[config.mk]
export PLATFORM = sky130hd
export DESIGN_NAME = scale_weight_line_parser
export DESIGN_NICKNAME = d
export VERILOG_FILES = /design/src/design/swlp_pkg.sv /design/src/design/swlp_in_stage.sv /design/src/design/swlp_line_parse.sv /design/src/design/swlp_out_stage.sv /design/src/design/scale_weight_line_parser.sv
export SDC_FILE = /design/constraint.sdc
export NUM_CORES = 1
export LEC_CHECK = 0
export BUFFER_PORTS_ARGS = -buffer_cell sky130_fd_sc_hd__buf_2
export CORE_ASPECT_RATIO = 0.9
export CORE_MARGIN = 5
export CORE_UTILIZATION = 62
export CTS_CLUSTER_DIAMETER = 100
export DETAILED_ROUTE_END_ITERATION = 8
export PLACE_DENSITY = 0.85
export SKIP_LAST_GASP = 1
export SLEW_MARGIN = 30
export SYNTH_ARGS = -nofsm -noshare
export SYNTH_HDL_FRONTEND = slang
export SYNTH_SLANG_ARGS = --single-unit
[constraint.sdc]
create_clock -name i_clk -period 4.1 [get_ports i_clk]
set_input_delay 0.82 -clock i_clk [delete_from_list [all_inputs] [get_ports i_clk]]
set_output_delay 0.82 -clock i_clk [all_outputs]
set_load 0.02 [all_outputs]
[src/design/swlp_pkg.sv]
`default_nettype none
package swlp_pkg;

    localparam int LINE_CAPACITY_DEF = 32;

    localparam logic [7:0] CH_NEWLINE = 8'h0A;
    localparam logic [7:0] CH_MINUS   = 8'h2D;
    localparam logic [7:0] CH_PLUS    = 8'h2B;
    localparam logic [7:0] CH_G       = 8'h67;
    localparam logic [7:0] CH_SPACE   = 8'h20;
    localparam logic [7:0] CH_DOT     = 8'h2E;
    localparam logic [7:0] CH_ZERO    = 8'h30;

    localparam int SIGN_POS   = 0;
    localparam int DIGIT_LAST = 9;
    localparam int SUFFIX_G   = 10;
    localparam int SUFFIX_SP1 = 11;
    localparam int SUFFIX_SP2 = 12;

    typedef struct packed {
        logic               line_ok;
        logic signed [31:0] mass_value;
    } t_result;

    function automatic logic [31:0] fold_digit(input logic [31:0] total,
                                               input logic [7:0]  b);
        logic [31:0] times_ten;
        times_ten  = {total[28:0], 3'b000} + {total[30:0], 1'b0};
        fold_digit = times_ten + {24'd0, b} - {24'd0, CH_ZERO};
    endfunction

endpackage
`default_nettype wire

[src/design/swlp_in_stage.sv]
`default_nettype none
module swlp_in_stage (
    input  wire logic       i_clk,
    input  wire logic       i_rst_n,
    input  wire logic       i_valid,
    input  wire logic [7:0] i_byte,
    input  wire logic       i_move,
    output logic            o_stall,
    output logic            o_valid,
    output logic [7:0]      o_byte
);
    logic       r_valid;
    logic [7:0] r_byte;
    logic       advance;

    assign advance = !r_valid || i_move;
    assign o_stall = !advance;
    assign o_valid = r_valid;
    assign o_byte  = r_byte;

    always_ff @(posedge i_clk) begin
        if (!i_rst_n) begin
            r_valid <= 1'b0;
        end else if (advance) begin
            r_valid <= i_valid;
        end
    end

    always_ff @(posedge i_clk) begin
        if (advance && i_valid) begin
            r_byte <= i_byte;
        end
    end
endmodule
`default_nettype wire

[src/design/swlp_line_parse.sv]
`default_nettype none
module swlp_line_parse #(
    parameter int LINE_CAPACITY = swlp_pkg::LINE_CAPACITY_DEF
) (
    input  wire logic       i_clk,
    input  wire logic       i_rst_n,
    input  wire logic       i_fire,
    input  wire logic [7:0] i_byte,
    output logic            o_newline,
    output swlp_pkg::t_result o_result
);
    import swlp_pkg::*;

    localparam int LW = $clog2(LINE_CAPACITY);

    logic [LW-1:0] r_len,    n_len;
    logic [7:0]    r_sign,   n_sign;
    logic [31:0]   r_total,  n_total;
    logic [2:0]    r_suffix, n_suffix;
    logic          ok;

    assign o_newline = (i_byte == CH_NEWLINE);

    always_comb begin
        ok = ((r_sign == CH_MINUS) || (r_sign == CH_PLUS)) && (r_suffix == 3'b111);
        o_result.line_ok    = ok;
        o_result.mass_value = 32'sd0;
        if (ok) begin
            o_result.mass_value = (r_sign == CH_MINUS) ? $signed(32'd0 - r_total)
                                                       : $signed(r_total);
        end
    end

    always_comb begin
        n_len    = r_len;
        n_sign   = r_sign;
        n_total  = r_total;
        n_suffix = r_suffix;
        if (o_newline || (r_len >= LW'(LINE_CAPACITY - 1))) begin
            n_len    = '0;
            n_sign   = '0;
            n_total  = '0;
            n_suffix = '0;
        end else begin
            n_len = r_len + LW'(1);
            if (r_len == LW'(SIGN_POS)) begin
                n_sign = i_byte;
            end else if (r_len <= LW'(DIGIT_LAST)) begin
                if ((i_byte != CH_DOT) && (i_byte != CH_SPACE)) begin
                    n_total = fold_digit(r_total, i_byte);
                end
            end else if (r_len == LW'(SUFFIX_G)) begin
                n_suffix[0] = r_suffix[0] | (i_byte == CH_G);
            end else if (r_len == LW'(SUFFIX_SP1)) begin
                n_suffix[1] = r_suffix[1] | (i_byte == CH_SPACE);
            end else if (r_len == LW'(SUFFIX_SP2)) begin
                n_suffix[2] = r_suffix[2] | (i_byte == CH_SPACE);
            end
        end
    end

    always_ff @(posedge i_clk) begin
        if (!i_rst_n) begin
            r_len    <= '0;
            r_sign   <= '0;
            r_total  <= '0;
            r_suffix <= '0;
        end else if (i_fire) begin
            r_len    <= n_len;
            r_sign   <= n_sign;
            r_total  <= n_total;
            r_suffix <= n_suffix;
        end
    end
endmodule
`default_nettype wire

[src/design/swlp_out_stage.sv]
`default_nettype none
module swlp_out_stage (
    input  wire logic              i_clk,
    input  wire logic              i_rst_n,
    input  wire logic              i_load,
    input  wire swlp_pkg::t_result i_result,
    input  wire logic              i_stall,
    output logic                   o_ready,
    output logic                   o_valid,
    output swlp_pkg::t_result      o_result
);
    logic              r_valid;
    swlp_pkg::t_result r_result;

    assign o_ready  = !r_valid || !i_stall;
    assign o_valid  = r_valid;
    assign o_result = r_result;

    always_ff @(posedge i_clk) begin
        if (!i_rst_n) begin
            r_valid <= 1'b0;
        end else if (o_ready) begin
            r_valid <= i_load;
        end
    end

    always_ff @(posedge i_clk) begin
        if (i_load) begin
            r_result <= i_result;
        end
    end
endmodule
`default_nettype wire

[src/design/scale_weight_line_parser.sv]
// Scale weight line parser.
// Input channel: one serial byte per transfer on i_rx_byte, with i_valid and
// o_stall. Output channel: one result per newline on o_line_ok and
// o_mass_value, with o_valid and i_stall. Other bytes give no result.
// A byte is taken into an input register, folded into the line state by
// the single-cycle parse logic, and a newline's result is held in an output
// register. Throughput is one byte per cycle while o_stall is low.
// While the receiver stalls a waiting result, the block still accepts
// bytes; only a second newline waits in the input register, and o_stall
// rises once that register is blocked.
// Synchronous reset clears the line state and both registers; no result is
// pending after reset.
`default_nettype none
module scale_weight_line_parser #(
    parameter int LINE_CAPACITY = swlp_pkg::LINE_CAPACITY_DEF
) (
    input  wire logic               i_clk,
    input  wire logic               i_rst_n,
    input  wire logic               i_valid,
    output logic                    o_stall,
    input  wire logic [7:0]         i_rx_byte,
    output logic                    o_valid,
    input  wire logic               i_stall,
    output logic                    o_line_ok,
    output logic signed [31:0]      o_mass_value
);
    import swlp_pkg::*;

    logic       s1_valid;
    logic [7:0] s1_byte;
    logic       s1_newline;
    logic       s1_move;
    logic       s1_fire;
    logic       out_ready;
    t_result    parse_result;
    t_result    out_result;

    assign s1_move = !s1_newline || out_ready;
    assign s1_fire = s1_valid && s1_move;

    swlp_in_stage u_in (
        .i_clk   (i_clk),
        .i_rst_n (i_rst_n),
        .i_valid (i_valid),
        .i_byte  (i_rx_byte),
        .i_move  (s1_move),
        .o_stall (o_stall),
        .o_valid (s1_valid),
        .o_byte  (s1_byte)
    );

    swlp_line_parse #(
        .LINE_CAPACITY (LINE_CAPACITY)
    ) u_parse (
        .i_clk     (i_clk),
        .i_rst_n   (i_rst_n),
        .i_fire    (s1_fire),
        .i_byte    (s1_byte),
        .o_newline (s1_newline),
        .o_result  (parse_result)
    );

    swlp_out_stage u_out (
        .i_clk    (i_clk),
        .i_rst_n  (i_rst_n),
        .i_load   (s1_fire && s1_newline),
        .i_result (parse_result),
        .i_stall  (i_stall),
        .o_ready  (out_ready),
        .o_valid  (o_valid),
        .o_result (out_result)
    );

    assign o_line_ok    = out_result.line_ok;
    assign o_mass_value = out_result.mass_value;
endmodule
`default_nettype wire

==> reports/qor.yml <==
sta:
  fin_crit_sh_pct: 93.8
  finalClockSkew_ns: 0.00545
  setup_viol: 0
  finalHoldViolations: 0
  fin_tns_setup_ns: 0
  max_slew_margin_pct: 36.3
  min_period_ns: 3.85
  rsz0062_at_grt: "no"
  max_freq_mhz: 260
  drv_slew: 0
  tightest_slew_ns: 0.955
cells_and_area:
  n_antenna_cell: 0
  n_fill_cell: 819
  drive_gt1_share_pct: 10.1
  final_net_count: 903
  syn_to_final_growth_pct: 10.2
  mostFrequentLayoutCells: "105 x inv_1, 88 x ha_1, 76 x nor2_1"
  layout_commonest_cell: "inv_1"
  fin_cells: 935
clocking:
  root_buffer: "clkbuf_16"
  htreeDepth: 3
  cts_sinks: 91
  postCtsHoldBufs: 0
  cts_tree: "done"
  clk_latency_ns: 0.34
  cts_buffers: 9
  post_cts_buffers: 0
  path_clk_slew_ns: 0.07
  clockBufferDepth: 2
  cts.repair.resized: 0
worst_hold_path:
  hold_path_class: "flop to flop"
  hold-path-cell-count: 2
  hp-start: "u_parse.r_total[22]"
  min_to: "u_parse.r_total[22]"
yosys:
  syn_nets: 866
  synth_cell_types: 70
  ys_ff_latch: 91
  synth_edf_count: 41
  synth_area_per_cell_um2: 8.79
  syn-cell-area_um2: 6680
  async_reset_ff_share_pct: 0
  ys_seq_area_share_pct: 33.4
  ys.flop_type: "dfxtp_1"
  syn_inst: 760
  ys_warn_count: 0
floorplanning:
  die_area_um2: 13000
  die_x_um: 119
  die_h_um: 109
  start_util_pct: 62.6
  num_rows: 36
  io-pin-count: 47
  coreArea_um2: 10700
global_route:
  grt-ovfl-total: 0
  grt_pass1_wl_um: 27800
  grt_max_degree: 34
  grt_antenna_before_repair: 0
  grt.total_usage_pct: 26.6
  grt_pass1_vias: 5824
worst_setup_path:
  slowest_stage: "or4b_2"
  reg2reg_depth: 12
  cp-end-kind: "flop"
  path_class: "flop to flop"
  crit_path_start: "u_parse.r_total[2]"
  start_kind: "flop"
  path_max_fanout: 5
  reg2reg_slack_ns: 0.25
  reg2reg_to: "u_parse.r_total[28]"
  required_ns: 4.33
  crit_chain: "inv_1 > fa_1 > inv_1 > fa_1 > ha_1 > o211ai_1 > o211ai_1 > a221oi_2 > or4b_2 > a211oi_1 > o21ai_0 > a32o_1"
  timing.rr.start: "u_parse.r_total[2]"
  cpPeakStageDelay_ns: 0.72
  crit_arrival_ns: 4.08
outcome:
  status: "complete, no violations"
pwr:
  totalPowerFinal_w: 0.00369
  powerDensity_nw_per_um2: 501
  vdd_drop_max_uv: 217
  p_leak_nw: 3.37
detailed_routing:
  drt_iter0_markers: 582
  dr.pass1.iters: 6
  drc: 0
  routed_wl_um: 16900
  via_per_inst: 6.24
  num_vias: 5831
  drtAntennaViolNets: 0
  routedWlPerCell_um: 18.0
run:
  maxCapViolCount: 0
place:
  dpl.cell_count: 919
  gp_congestion: 0.938
  portBuffers: 46
  dp.final_hpwl_um: 12600
-- sequential cells by signal (all words and copies together) (netlist names) --
signal and flops:
u_out.o_valid 1, u_in.o_byte 8, u_parse.r_sign 8, u_parse.r_suffix 3, u_parse.r_total 32, u_out.o_result 33, u_in.o_valid 1, u_parse.r_len 5
-- Yosys cell counts, types with 3 or more instances --
cell type,n,area share (%)
nand2_1,50,2.8
nand4_1,12,1.1
nand3_1,16,1.2
a31oi_1,5,0.47
edfxtp_1,41,18
a21o_1,13,1.5
nor2_1,77,4.3
nor4_1,6,0.56
nand2b_1,6,0.56
nor3_1,4,0.30
xor2_1,16,2.1
ha_1,88,16
a211oi_1,3,0.34
a21oi_1,42,3.1
a22oi_1,23,2.6
clkbuf_1,21,1.2
o21ai_0,35,2.6
xnor2_1,38,5.0
o41ai_1,4,0.52
o31ai_1,9,1.0
or3_1,9,0.84
inv_1,105,5.9
o21a_1,4,0.45
o211ai_1,8,0.90
and3_1,10,0.94
fa_1,6,1.8
and2_1,5,0.47
dfxtp_1,50,15
-- area by class of cell --
type | count | area, µm² | share of cell area, %
inverter | 106 | 398 | 5.40
tap | 133 | 166 | 2.26
clock inverter | 2 | 17.5 | 0.238
timing repair buffer | 51 | 268 | 3.64
clock buffer | 14 | 318 | 4.32
sequential | 91 | 2230 | 30.3
multi-input combinational | 538 | 3960 | 53.8
-- stage by stage --
step,util [%],cell area (µm²),setup WS [ns],hold slack (ns)
4_1_cts,68.9,7360,0.193,0.479
2_1_floorplan,-,6680,0.579,0.429
3_5_place_dp,65.8,7020,0.293,0.463
6_report,69.0,7360,0.253,0.480
5_1_grt,69.0,7360,0.0281,0.511
3_3_place_gp,65.8,7020,0.386,0.447
-- report_power, final --
group          switching [W]  leakage [nW]  internal (W)
sequential         0.0000470         0.868      0.000980
clock               0.000362         0.165      0.000543
combinational        0.00106          2.34      0.000701
-- worst max-delay path: cells and delay by family, from the launching register on --
family                   cells  cell delay, ns
AND/OR/NAND/NOR              1            0.72
buffers and inverters        2            0.22
flip-flops                   1            0.40
AO/OA/AOI/OAI                6            1.22
adder cells (fa/ha/maj)      3            1.19
-- layer usage --
metal	GRT usage (%)	vias to the layer above	share of wire (%)	wire length, µm
met4	10.2	0	3.3	554
met1	33.3	2775	42	7030
met2	45.6	261	48	8120
li1	-	2736	-	-
met3	5.28	59	6.9	1160
met5	0	-	0	0
-- how the worst max path moves through the flow --
stage | endpoint | slack (ns) | cells after the start
global route | u_parse.r_total[28] | 0.03 | 12
finish | u_parse.r_total[28] | 0.25 | 12
CTS | u_parse.r_total[30] | 0.19 | 12
global placement | u_parse.r_total[28] | 0.39 | 12
detailed placement | u_parse.r_total[28] | 0.29 | 12
floorplan | u_parse.r_total[28] | 0.58 | 12
-- kinds of logic (layout without fill, tap and decap cells) --
family	count (synthesis)	count (layout)	share of synthesized area (%)
compound gates	171	171	17.3
xor+xnor	54	54	7.08
fa+ha+maj	94	94	18.3
buf+inv	131	173	7.45
flops	91	91	33.4
mux	1	1	0.150
simple gates	218	218	16.3
Note: power is estimated with default switching activity, not from simulation.
